File: src/hdl/cbc_pkg.sv
package cbc_pkg;

	localparam int DEF_MAX_COLUMNS = 4096;
	localparam int DEF_MAX_ROWS    = 4096;

	localparam int CFG_W   = 13;
	localparam int HSV_W   = 24;
	localparam int IDX_W   = 3;
	localparam int SUM_W   = 36;
	localparam int CNT_W   = 25;
	localparam int QUEUE_DEPTH = 4;

	localparam logic [IDX_W-1:0] REG_BOX_LEFT   = 3'd0;
	localparam logic [IDX_W-1:0] REG_BOX_TOP    = 3'd1;
	localparam logic [IDX_W-1:0] REG_BOX_WIDTH  = 3'd2;
	localparam logic [IDX_W-1:0] REG_BOX_HEIGHT = 3'd3;
	localparam logic [IDX_W-1:0] REG_FRAME_COLS = 3'd4;
	localparam logic [IDX_W-1:0] REG_FRAME_ROWS = 3'd5;
	localparam logic [IDX_W-1:0] REG_HSV_LOWER  = 3'd6;
	localparam logic [IDX_W-1:0] REG_HSV_UPPER  = 3'd7;

	// queued pixel: color, box membership, frame-end flag, box-relative position, box origin
	typedef struct packed {
		logic [7:0]       blue;
		logic [7:0]       green;
		logic [7:0]       red;
		logic             in_box;
		logic             frame_end;
		logic [CFG_W-1:0] rel_col;
		logic [CFG_W-1:0] rel_row;
		logic [CFG_W-1:0] org_col;
		logic [CFG_W-1:0] org_row;
	} cbc_entry_t;

endpackage

File: src/hdl/cbc_front.sv
module cbc_front import cbc_pkg::*; #(
	parameter int MAX_COLUMNS = DEF_MAX_COLUMNS,
	parameter int MAX_ROWS    = DEF_MAX_ROWS
) (
	input  logic                    clk,
	input  logic                    arst_n,
	input  logic                    in_valid,
	output logic                    in_ready,
	input  logic [7:0]              pix_blue,
	input  logic [7:0]              pix_green,
	input  logic [7:0]              pix_red,
	input  logic                    frame_end,
	input  logic signed [CFG_W-1:0] box_left,
	input  logic signed [CFG_W-1:0] box_top,
	input  logic [CFG_W-1:0]        box_width,
	input  logic [CFG_W-1:0]        box_height,
	input  logic [CFG_W-1:0]        frame_columns,
	input  logic [CFG_W-1:0]        frame_rows,
	input  logic                    q_full,
	output logic                    q_push,
	output cbc_entry_t              q_data
);
	localparam int CW = $clog2(MAX_COLUMNS);
	localparam int RW = $clog2(MAX_ROWS);
	localparam logic signed [15:0] MAXC = 16'(MAX_COLUMNS);
	localparam logic signed [15:0] MAXR = 16'(MAX_ROWS);
	localparam logic [RW-1:0] ROW_LAST = RW'(MAX_ROWS - 1);

	logic [CW-1:0] col_q;
	logic [RW-1:0] row_q;
	logic signed [15:0] cols, rows, x0, y0, w, h, c, r, cnext;
	logic in_box;

	always_comb begin
		cols = $signed({3'b000, frame_columns});
		if (cols < 16'sd1) cols = 16'sd1;
		if (cols > MAXC) cols = MAXC;
		rows = $signed({3'b000, frame_rows});
		if (rows < 16'sd1) rows = 16'sd1;
		if (rows > MAXR) rows = MAXR;
		x0 = box_left[CFG_W-1] ? 16'sd0 : $signed({3'b000, box_left});
		y0 = box_top[CFG_W-1] ? 16'sd0 : $signed({3'b000, box_top});
		w = $signed({3'b000, box_width});
		h = $signed({3'b000, box_height});
		if (x0 + w >= cols) w = cols - 16'sd1 - x0;
		if (y0 + h >= rows) h = rows - 16'sd1 - y0;
		c = $signed(16'(col_q));
		r = $signed(16'(row_q));
		cnext = c + 16'sd1;
		in_box = (w > 16'sd0) && (h > 16'sd0) && (c >= x0) && (c < x0 + w)
			&& (r >= y0) && (r < y0 + h);
	end

	assign in_ready = !q_full;
	assign q_push   = in_valid && !q_full;

	always_comb begin
		q_data.blue      = pix_blue;
		q_data.green     = pix_green;
		q_data.red       = pix_red;
		q_data.in_box    = in_box;
		q_data.frame_end = frame_end;
		q_data.rel_col   = CFG_W'(c - x0);
		q_data.rel_row   = CFG_W'(r - y0);
		q_data.org_col   = CFG_W'(x0);
		q_data.org_row   = CFG_W'(y0);
	end

	// advance the raster position; restart at frame end
	always_ff @(posedge clk or negedge arst_n) begin
		if (!arst_n) begin
			col_q <= '0;
			row_q <= '0;
		end else if (q_push) begin
			if (frame_end) begin
				col_q <= '0;
				row_q <= '0;
			end else if (cnext >= cols) begin
				col_q <= '0;
				if (row_q != ROW_LAST) row_q <= row_q + 1'b1;
			end else begin
				col_q <= CW'(cnext);
			end
		end
	end
endmodule

File: src/hdl/cbc_queue.sv
module cbc_queue import cbc_pkg::*; (
	input  logic       clk,
	input  logic       arst_n,
	input  logic       push,
	input  cbc_entry_t push_data,
	output logic       full,
	input  logic       pop,
	output logic       not_empty,
	output cbc_entry_t head
);
	localparam int PW = $clog2(QUEUE_DEPTH);

	cbc_entry_t mem_q [QUEUE_DEPTH];
	logic [PW-1:0] wr_q, rd_q;
	logic [PW:0]   cnt_q;

	assign full      = (cnt_q == (PW+1)'(QUEUE_DEPTH));
	assign not_empty = (cnt_q != '0);
	assign head      = mem_q[rd_q];

	always_ff @(posedge clk) begin
		if (push) mem_q[wr_q] <= push_data;
	end

	always_ff @(posedge clk or negedge arst_n) begin
		if (!arst_n) begin
			wr_q  <= '0;
			rd_q  <= '0;
			cnt_q <= '0;
		end else begin
			if (push) wr_q <= wr_q + 1'b1;
			if (pop) rd_q <= rd_q + 1'b1;
			if (push && !pop) cnt_q <= cnt_q + 1'b1;
			else if (pop && !push) cnt_q <= cnt_q - 1'b1;
		end
	end
endmodule

File: src/hdl/cbc_div.sv
module cbc_div import cbc_pkg::*; (
	input  logic             clk,
	input  logic             arst_n,
	input  logic             go,
	input  logic [SUM_W-1:0] num,
	input  logic [CNT_W-1:0] den,
	output logic             done,
	output logic [SUM_W-1:0] quot
);
	localparam int SW = $clog2(SUM_W + 1);

	logic [SUM_W-1:0] quot_q;
	logic [CNT_W:0]   rem_q;
	logic [CNT_W-1:0] den_q;
	logic [SW-1:0]    step_q;
	logic             busy_q, done_q;
	logic [CNT_W+1:0] trial;

	assign trial = {rem_q, quot_q[SUM_W-1]} - {2'b00, den_q};
	assign done  = done_q;
	assign quot  = quot_q;

	// restoring division, one quotient bit a cycle
	always_ff @(posedge clk or negedge arst_n) begin
		if (!arst_n) begin
			busy_q <= 1'b0;
			done_q <= 1'b0;
			step_q <= '0;
		end else begin
			done_q <= 1'b0;
			if (go) begin
				busy_q <= 1'b1;
				step_q <= SW'(SUM_W);
			end else if (busy_q) begin
				step_q <= step_q - 1'b1;
				if (step_q == SW'(1)) begin
					busy_q <= 1'b0;
					done_q <= 1'b1;
				end
			end
		end
	end

	always_ff @(posedge clk) begin
		if (go) begin
			quot_q <= num;
			rem_q  <= '0;
			den_q  <= den;
		end else if (busy_q) begin
			if (!trial[CNT_W+1]) begin
				rem_q  <= trial[CNT_W:0];
				quot_q <= {quot_q[SUM_W-2:0], 1'b1};
			end else begin
				rem_q  <= {rem_q[CNT_W-1:0], quot_q[SUM_W-1]};
				quot_q <= {quot_q[SUM_W-2:0], 1'b0};
			end
		end
	end
endmodule

File: src/hdl/cbc_back.sv
module cbc_back import cbc_pkg::*; (
	input  logic                    clk,
	input  logic                    arst_n,
	input  logic                    q_not_empty,
	input  cbc_entry_t              q_head,
	output logic                    q_pop,
	input  logic [HSV_W-1:0]        hsv_lower,
	input  logic [HSV_W-1:0]        hsv_upper,
	output logic                    out_valid,
	input  logic                    out_ready,
	output logic signed [CFG_W-1:0] head_col,
	output logic signed [CFG_W-1:0] head_row,
	output logic                    found
);
	localparam logic [3:0] ST_IDLE = 4'd0;
	localparam logic [3:0] ST_SDIV = 4'd1;
	localparam logic [3:0] ST_HDIV = 4'd2;
	localparam logic [3:0] ST_SMUL = 4'd3;
	localparam logic [3:0] ST_HMUL = 4'd4;
	localparam logic [3:0] ST_CLS  = 4'd5;
	localparam logic [3:0] ST_FIN  = 4'd6;
	localparam logic [3:0] ST_CDIV = 4'd7;
	localparam logic [3:0] ST_RDIV = 4'd8;
	localparam logic [3:0] ST_OUT  = 4'd9;

	localparam logic [SUM_W-1:0] SAT_NUM = SUM_W'(2 * 255 * 4096);
	localparam logic [SUM_W-1:0] HUE_NUM = SUM_W'(2 * 30 * 4096);

	logic [3:0] state_q;
	logic [7:0] mx, mn, diff;
	logic signed [11:0] hv;
	logic [7:0] mx_q, diff_q;
	logic signed [11:0] hv_q;
	logic [CFG_W-1:0] rc_q, rr_q, oc_q, or_q;
	logic fe_q;
	logic [21:0] sdiv_q;
	logic [16:0] hdiv_q;
	logic [29:0] sprod_q;
	logic signed [30:0] hprod_q;
	logic [SUM_W-1:0] sum_c_q, sum_r_q;
	logic [CNT_W-1:0] cnt_q;
	logic [CFG_W-1:0] mcol_q;
	logic signed [CFG_W-1:0] rcol_q, rrow_q;
	logic rfound_q;
	logic out_valid_q;
	logic signed [CFG_W-1:0] oc_out_q, or_out_q;
	logic found_q;

	logic go_q;
	logic [SUM_W-1:0] num_q;
	logic [CNT_W-1:0] den_q;
	logic div_done;
	logic [SUM_W-1:0] quot;

	logic [17:0] s_val;
	logic signed [18:0] t_val, h_val;
	logic hit;
	logic [CFG_W-1:0] mrow;

	cbc_div u_div (
		.clk(clk), .arst_n(arst_n), .go(go_q), .num(num_q), .den(den_q),
		.done(div_done), .quot(quot)
	);

	always_comb begin
		mx = q_head.blue;
		mn = q_head.blue;
		if (q_head.green > mx) mx = q_head.green;
		if (q_head.red > mx) mx = q_head.red;
		if (q_head.green < mn) mn = q_head.green;
		if (q_head.red < mn) mn = q_head.red;
		diff = mx - mn;
		if (mx == q_head.red)
			hv = $signed({4'b0, q_head.green}) - $signed({4'b0, q_head.blue});
		else if (mx == q_head.green)
			hv = $signed({4'b0, q_head.blue}) - $signed({4'b0, q_head.red})
				+ $signed({3'b0, diff, 1'b0});
		else
			hv = $signed({4'b0, q_head.red}) - $signed({4'b0, q_head.green})
				+ $signed({2'b0, diff, 2'b0});
	end

	always_comb begin
		s_val = 18'((sprod_q + 30'd2048) >> 12);
		t_val = 19'((hprod_q + 31'sd2048) >>> 12);
		h_val = (t_val < 0) ? t_val + 19'sd180 : t_val;
		hit = (h_val >= $signed({11'b0, hsv_lower[23:16]}))
			&& (h_val <= $signed({11'b0, hsv_upper[23:16]}))
			&& (s_val >= {10'b0, hsv_lower[15:8]}) && (s_val <= {10'b0, hsv_upper[15:8]})
			&& (mx_q >= hsv_lower[7:0]) && (mx_q <= hsv_upper[7:0]);
	end

	assign mrow      = quot[CFG_W-1:0];
	assign q_pop     = (state_q == ST_IDLE) && q_not_empty;
	assign out_valid = out_valid_q;
	assign head_col  = oc_out_q;
	assign head_row  = or_out_q;
	assign found     = found_q;

	always_ff @(posedge clk or negedge arst_n) begin
		if (!arst_n) begin
			state_q     <= ST_IDLE;
			go_q        <= 1'b0;
			sum_c_q     <= '0;
			sum_r_q     <= '0;
			cnt_q       <= '0;
			out_valid_q <= 1'b0;
		end else begin
			if (state_q == ST_OUT && (!out_valid_q || out_ready)) out_valid_q <= 1'b1;
			else if (out_valid_q && out_ready) out_valid_q <= 1'b0;
			case (state_q)
				ST_IDLE: begin
					go_q <= q_not_empty && q_head.in_box && (mx != 8'd0);
					if (q_not_empty) begin
						if (q_head.in_box) begin
							if (mx != 8'd0) begin
								state_q <= ST_SDIV;
							end else begin
								state_q <= ST_SMUL;
							end
						end else if (q_head.frame_end) begin
							state_q <= ST_FIN;
						end
					end
				end
				ST_SDIV: begin
					go_q <= div_done && (diff_q != 8'd0);
					if (div_done) begin
						if (diff_q != 8'd0) begin
							state_q <= ST_HDIV;
						end else begin
							state_q <= ST_SMUL;
						end
					end
				end
				ST_HDIV: begin
					go_q <= 1'b0;
					if (div_done) state_q <= ST_SMUL;
				end
				ST_SMUL: begin
					go_q    <= 1'b0;
					state_q <= ST_HMUL;
				end
				ST_HMUL: begin
					go_q    <= 1'b0;
					state_q <= ST_CLS;
				end
				ST_CLS: begin
					go_q <= 1'b0;
					if (hit) begin
						sum_c_q <= sum_c_q + SUM_W'(rc_q);
						sum_r_q <= sum_r_q + SUM_W'(rr_q);
						cnt_q   <= cnt_q + 1'b1;
					end
					state_q <= fe_q ? ST_FIN : ST_IDLE;
				end
				ST_FIN: begin
					go_q <= (cnt_q != '0);
					if (cnt_q == '0) begin
						state_q <= ST_OUT;
					end else begin
						state_q <= ST_CDIV;
					end
				end
				ST_CDIV: begin
					go_q <= div_done;
					if (div_done) state_q <= ST_RDIV;
				end
				ST_RDIV: begin
					go_q <= 1'b0;
					if (div_done) state_q <= ST_OUT;
				end
				ST_OUT: begin
					go_q <= 1'b0;
					if (!out_valid_q || out_ready) begin
						sum_c_q <= '0;
						sum_r_q <= '0;
						cnt_q   <= '0;
						state_q <= ST_IDLE;
					end
				end
				default: begin
					go_q    <= 1'b0;
					state_q <= ST_IDLE;
				end
			endcase
		end
	end

	// datapath registers
	always_ff @(posedge clk) begin
		case (state_q)
			ST_IDLE: begin
				mx_q   <= mx;
				diff_q <= diff;
				hv_q   <= hv;
				rc_q   <= q_head.rel_col;
				rr_q   <= q_head.rel_row;
				oc_q   <= q_head.org_col;
				or_q   <= q_head.org_row;
				fe_q   <= q_head.frame_end;
				sdiv_q <= '0;
				hdiv_q <= '0;
				num_q  <= SAT_NUM + SUM_W'(mx);
				den_q  <= CNT_W'({mx, 1'b0});
			end
			ST_SDIV: begin
				if (div_done) begin
					sdiv_q <= quot[21:0];
					num_q  <= HUE_NUM + SUM_W'(diff_q);
					den_q  <= CNT_W'({diff_q, 1'b0});
				end
			end
			ST_HDIV: begin
				if (div_done) hdiv_q <= quot[16:0];
			end
			ST_SMUL: sprod_q <= 30'(diff_q * sdiv_q);
			ST_HMUL: hprod_q <= 31'(hv_q * $signed({1'b0, hdiv_q}));
			ST_FIN: begin
				num_q    <= sum_c_q;
				den_q    <= cnt_q;
				rcol_q   <= '1;
				rrow_q   <= '1;
				rfound_q <= 1'b0;
			end
			ST_CDIV: begin
				if (div_done) begin
					mcol_q <= quot[CFG_W-1:0];
					num_q  <= sum_r_q;
				end
			end
			ST_RDIV: begin
				if (div_done) begin
					rfound_q <= 1'b1;
					// a zero mean on either axis sends both to one short of the box origin
					if (mcol_q == '0 || mrow == '0) begin
						rcol_q <= $signed(oc_q - 1'b1);
						rrow_q <= $signed(or_q - 1'b1);
					end else begin
						rcol_q <= $signed(mcol_q + oc_q);
						rrow_q <= $signed(mrow + or_q);
					end
				end
			end
			ST_OUT: begin
				if (!out_valid_q || out_ready) begin
					oc_out_q <= rcol_q;
					or_out_q <= rrow_q;
					found_q  <= rfound_q;
				end
			end
			default: ;
		endcase
	end
endmodule

File: src/hdl/hsv_color_blob_centroid_unit.sv
// HSV color blob centroid. Feed one frame of BGR pixels in raster order and
// mark the last one with frame_end; one beat of head_col/head_row/found comes
// out per frame. The front takes a pixel beat every cycle while its 4-entry
// queue has room and tags it with its search-box position. The back converts
// each in-box pixel to HSV through one shared 36-step serial divider: a colored
// pixel inside the box takes two divisions plus multiply and classify, a gray one
// skips the hue division, a black one skips both divisions, and a pixel outside
// the box is only popped; frame end adds the two centroid divisions (none when
// nothing matched). Write registers only while idle.
module hsv_color_blob_centroid_unit import cbc_pkg::*; #(
	parameter int MAX_COLUMNS = DEF_MAX_COLUMNS,
	parameter int MAX_ROWS    = DEF_MAX_ROWS
) (
	input  logic                    clk,
	input  logic                    arst_n,
	input  logic                    cfg_we,
	input  logic [IDX_W-1:0]        cfg_index,
	input  logic [HSV_W-1:0]        cfg_data,
	input  logic                    in_valid,
	output logic                    in_ready,
	input  logic [7:0]              pix_blue,
	input  logic [7:0]              pix_green,
	input  logic [7:0]              pix_red,
	input  logic                    frame_end,
	output logic                    out_valid,
	input  logic                    out_ready,
	output logic signed [CFG_W-1:0] head_col,
	output logic signed [CFG_W-1:0] head_row,
	output logic                    found
);
	logic signed [CFG_W-1:0] box_left_q, box_top_q;
	logic [CFG_W-1:0] box_width_q, box_height_q, frame_cols_q, frame_rows_q;
	logic [HSV_W-1:0] hsv_lower_q, hsv_upper_q;

	logic       q_full, q_push, q_pop, q_not_empty;
	cbc_entry_t q_wdata, q_head;

	// hold configuration; reset values give a 640x480 frame and a yellow hue band
	always_ff @(posedge clk or negedge arst_n) begin
		if (!arst_n) begin
			box_left_q   <= '0;
			box_top_q    <= '0;
			box_width_q  <= '0;
			box_height_q <= '0;
			frame_cols_q <= CFG_W'(640);
			frame_rows_q <= CFG_W'(480);
			hsv_lower_q  <= HSV_W'(877668);
			hsv_upper_q  <= HSV_W'(2223048);
		end else if (cfg_we) begin
			case (cfg_index)
				REG_BOX_LEFT:   box_left_q   <= $signed(cfg_data[CFG_W-1:0]);
				REG_BOX_TOP:    box_top_q    <= $signed(cfg_data[CFG_W-1:0]);
				REG_BOX_WIDTH:  box_width_q  <= cfg_data[CFG_W-1:0];
				REG_BOX_HEIGHT: box_height_q <= cfg_data[CFG_W-1:0];
				REG_FRAME_COLS: frame_cols_q <= cfg_data[CFG_W-1:0];
				REG_FRAME_ROWS: frame_rows_q <= cfg_data[CFG_W-1:0];
				REG_HSV_LOWER:  hsv_lower_q  <= cfg_data;
				REG_HSV_UPPER:  hsv_upper_q  <= cfg_data;
				default: ;
			endcase
		end
	end

	// front: raster position and box test
	cbc_front #(.MAX_COLUMNS(MAX_COLUMNS), .MAX_ROWS(MAX_ROWS)) u_front (
		.clk(clk), .arst_n(arst_n),
		.in_valid(in_valid), .in_ready(in_ready),
		.pix_blue(pix_blue), .pix_green(pix_green), .pix_red(pix_red),
		.frame_end(frame_end),
		.box_left(box_left_q), .box_top(box_top_q),
		.box_width(box_width_q), .box_height(box_height_q),
		.frame_columns(frame_cols_q), .frame_rows(frame_rows_q),
		.q_full(q_full), .q_push(q_push), .q_data(q_wdata)
	);

	// decouple the front, one pixel per cycle while the queue has room, from the serial back
	cbc_queue u_queue (
		.clk(clk), .arst_n(arst_n),
		.push(q_push), .push_data(q_wdata), .full(q_full),
		.pop(q_pop), .not_empty(q_not_empty), .head(q_head)
	);

	// back: HSV conversion, accumulation and centroid
	cbc_back u_back (
		.clk(clk), .arst_n(arst_n),
		.q_not_empty(q_not_empty), .q_head(q_head), .q_pop(q_pop),
		.hsv_lower(hsv_lower_q), .hsv_upper(hsv_upper_q),
		.out_valid(out_valid), .out_ready(out_ready),
		.head_col(head_col), .head_row(head_row), .found(found)
	);
endmodule

File: config.mk
export PLATFORM = sky130hd
export DESIGN_NAME = hsv_color_blob_centroid_unit
export DESIGN_NICKNAME = d
export VERILOG_FILES = /design/src/hdl/cbc_pkg.sv /design/src/hdl/cbc_front.sv /design/src/hdl/cbc_queue.sv /design/src/hdl/cbc_div.sv /design/src/hdl/cbc_back.sv /design/src/hdl/hsv_color_blob_centroid_unit.sv
export SDC_FILE = /design/constraint.sdc
export NUM_CORES = 2
export LEC_CHECK = 0
export ABC_AREA = 1
export ABC_CLOCK_PERIOD_IN_PS = 8450
export BUFFER_PORTS_ARGS = -buffer_cell sky130_fd_sc_hd__buf_2
export CORE_MARGIN = 3
export CORE_UTILIZATION = 30
export CTS_CLUSTER_DIAMETER = 30
export CTS_CLUSTER_SIZE = 28
export DETAILED_ROUTE_END_ITERATION = 10
export GPL_ROUTABILITY_DRIVEN = 1
export PLACE_DENSITY = 0.55
export SLEW_MARGIN = 5
export SYNTH_ARGS = -nofsm -noshare
export SYNTH_HDL_FRONTEND = slang
export SYNTH_HIERARCHICAL = 1
export SYNTH_SLANG_ARGS = --single-unit
export TNS_END_PERCENT = 5
File: constraint.sdc
create_clock -name clk -period 8.45 [get_ports clk]
set_clock_uncertainty 0.05 [all_clocks]
set_input_delay 1.69 -clock clk [delete_from_list [all_inputs] [get_ports clk]]
set_output_delay 1.69 -clock clk [all_outputs]
set_load 0.01 [all_outputs]
==> impl_results.md <==
- Pint: 14.11 mW
- Compound-cell area share of the yosys netlist: 8.734%
- Post-synth ARST share: 28.12%
- TritonCTS buffer count: 228
- Type of the worst min-delay path: register to register
- DR vias: 52070
- CTS sink cnt: 953
- Chip height: 479.1 µm
- Final setup margin: 0.7490 ns
- Mapped cell area: 67140 µm²
- Placement Rows: 173
- Crit-path slowest cell: dfrtp_4
- CORE AREA: 222300 µm²
- Sw power: 7.834 mW
- P&R area growth vs syn: 16.69%
- Crit path max fanout: 48
- Seq/Total Area, Yosys: 40.28%
- H-tree depth: 4
- GRT overflow: 0
- Flop pwr share: 27.2%
- Yosys cell types: 76
- Fraction of final layout cells with drive strength greater than 1: 8.684%
- WP data required: 8.97 ns
- Post-Syn Instances: 7816
- Top FF cell, synth: edfxtp_1
- Clk Latency, worst-skew pair: 0.86 ns
- Routed WL per cell: 17.34 µm
- DR top layer: met5
- DRT iter0 DRCs: 3372
- Final Cycle Share: 91.14%
- Post-synthesis simple-gate area fraction: 19.89%
- Clock power frac: 40.7%
- Dpl cells: 10660
- DR WL met2: 92370 µm
- Synth Register Bits: 953
- Vias in the first global route: 52110
- Initial core utilization: 30.20%
- Met3 WL post-DR: 10350 µm
- Fillers: 22620
- Vias per cell: 4.691
- Crit path DAT: 8.22 ns
- Non-filler instance count after layout: 11100
- CP max stage delay: 0.67 ns
- Initial antenna violation count: 11
- CP Class: register to register
- Switching Fraction: 35.71%
- Setup_tns: 0 ns
- Sum of routed wire segments on met1: 83520 µm
- Slew Viols, Final: 0
- Die extent in x: 479.1 µm
- Clock Tree Root: clkbuf_16
- EDFF count, synth: 659
- Comb pwr share: 32.2%
- CP top delay family: simple AND/OR/NAND/NOR gates
- Critical path startpoint category: register
- RSZ-0062 raised after global routing: no
- Nets: 8741
- Drt pass-1 iters: 6
- Max_cap viols: 0
- Pin count of the biggest net entering global routing: 222
- Pwr Total: 21.94 mW
- Critical path endpoint category: register
- Final Core Density: 35.24%
- Fmax: 0.1299 GHz
- Most frequent CP cell: nand2_1
- Antenna Nets Post-Route: 0
- GRT Total Usage: 16.58%
- Post-DP HPWL: 144500 µm
- CTS Buffer Depth: 3
- Cell Pwr Density: 280.0 nW/µm²
- DIE AREA: 229500 µm²
- CP bufs+invs: 6
- Yosys warning count: 6
- WL final: 192400 µm
- Routability congestion estimate from global placement: 0.9150
- Pre-CTS setup slack: 0.5388 ns
- Clock Pin Slew Worst Setup and Hold Paths: 0.05 ns
- Least-Margin Pin Slew: 1.210 ns
- Remaining DRCs: 0
- Largest family of logic cells by synthesized area: simple AND/OR/NAND/NOR gates
- Clock period minus worst slack: 7.701 ns
- Endpoints failing setup: 0
- Leakage: 36.83 nW
- Status: finished clean
- CTS tree: yes
- Worst IR Drop VDD: 236.0 µV
- Post-synthesis xor/xnor area fraction: 3.285%
- Syn Area/Cell: 8.591 µm²
- Mux cell area share after synthesis: 0%
- Relative slew slack: 19.34%
- First-pass GRT wire length: 299000 µm
- Io pins: 86
- Input/output buffers: 85
- Hold Vio Cnt, Final: 0
- Adder-Cell Fraction of Synth Area: 17.59%
==> registers in the layout, summed over array words and instances, names as in the netlist, 17 cells and up <==
signal / cells
u_back/sdiv_q: 22
u_back/num_q: 36
u_back/den_q: 25
u_back/cnt_q: 25
hsv_lower_q: 24
u_back/u_div/quot: 36
u_back/sum_c_q: 36
hsv_upper_q: 24
u_queue/mem_q: 312
u_back/hdiv_q: 17
u_back/u_div/den_q: 25
u_back/sprod_q: 19
u_back/u_div/rem_q: 26
u_back/hprod_q: 19
u_back/sum_r_q: 36
==> power groups by stage <==
stage          Combinational (mW)  Clock [mW]  Sequential [mW]
6_report                     7.06        8.92             5.96
5_1_grt                      8.01        9.36             6.01
4_1_cts                      7.08        9.08             5.97
3_5_place_dp                 7.04           0             6.04
3_3_place_gp                 6.96           0             6.03
2_1_floorplan                5.19           0             6.00
==> layer usage <==
layer / up-vias / global-route usage [%]
met4: 8 / 5.975
met3: 301 / 3.082
li1: 25510 / -
met2: 1164 / 28.25
met1: 25090 / 20.92
met5: - / 0
==> Yosys cell counts (23+ instances only) <==
library cell	instances	area share (%)
o211ai_1	181	2.0
nor4_1	34	0.32
dfrtp_1	242	9.0
o21ai_0	198	1.5
nand3_1	313	2.3
clkbuf_1	119	0.67
or2_2	26	0.24
nand2_1	2096	12
buf_4	48	0.54
buf_6	27	0.45
nor3_1	96	0.72
dfstp_2	26	1.0
o21bai_1	28	0.31
o22ai_1	41	0.38
a31oi_1	23	0.21
nor2_1	405	2.3
xnor2_1	77	1.0
o31ai_1	33	0.37
fa_1	287	8.6
ha_1	485	9.0
nand3b_1	24	0.27
a21oi_1	335	2.5
nand4_1	73	0.68
xor2_1	173	2.3
nand2_2	34	0.32
buf_2	48	0.36
inv_1	1410	7.9
edfxtp_1	659	29
dfxtp_1	26	0.78
==> per-stage QoR <==
stage                     cell area (µm²)  hold slack, ns
after CTS                           78310          0.3661
after floorplan                     67150          0.3503
after global placement              70250          0.3525
after global routing                78340          0.3735
final                               78350          0.3649
after detailed placement            70250          0.3545
==> area by class of cell <==
cell class / count / area, µm² / share of cell area, %
multi-input combinational: 5167 / 33290 / 42.49
sequential: 953 / 27050 / 34.53
clock buffer: 254 / 5894 / 7.523
inverter: 1429 / 5373 / 6.857
tap: 2975 / 3722 / 4.751
clock inverter: 182 / 2168 / 2.768
timing repair buffer: 133 / 833.3 / 1.064
antenna: 6 / 15.01 / 0.01916
==> logic make-up (layout without fill, tap and decap cells) <==
family | after synthesis | count (layout)
DFF | 953 | 953
AOI/OAI and AO/OA | 963 | 963
and+or+nand+nor | 3179 | 3179
xor gates and xnor gates | 251 | 251
adders and majority gates | 772 | 772
other | 1 | 8
buffers and inverters | 1697 | 1998
==> final timing paths <==
check	slack, ns	depth (start not counted)	to	startpoint
max	0.75	42	u_back/hv_q[10]	u_queue/rd_q[0]
min	0.36	0	u_back/head_row[2]	u_back/rrow_q[2]
max reg2reg	0.75	42	u_back/hv_q[10]	u_queue/rd_q[0]
min reg2reg	0.36	0	u_back/head_row[2]	u_back/rrow_q[2]
max in group asynchronous	6.11	2	box_height_q[12]	arst_n
min in group asynchronous	0.79	1	hsv_lower_q[11]	arst_n
==> cell usage in the layout (no fill, tap or decap), types with 77 or more instances in the layout <==
cell / count
nand2_1: 2095
a21oi_1: 335
dfrtp_1: 239
ha_1: 485
nand3_1: 312
xor2_1: 173
o211ai_1: 181
o21ai_0: 196
xnor2_1: 77
inv_1: 1406
edfxtp_1: 659
buf_2: 84
fa_1: 287
clkbuf_16: 229
nor2_1: 398
nor3_1: 96
==> what timing repair did <==
action | CTS | global route
hold buffers | 0 | 0
setup endpoints to repair | 0 | 3
buffers inserted | 0 | 1
gates resized for setup | 0 | 0
Power figures use the tool's default switching activity.
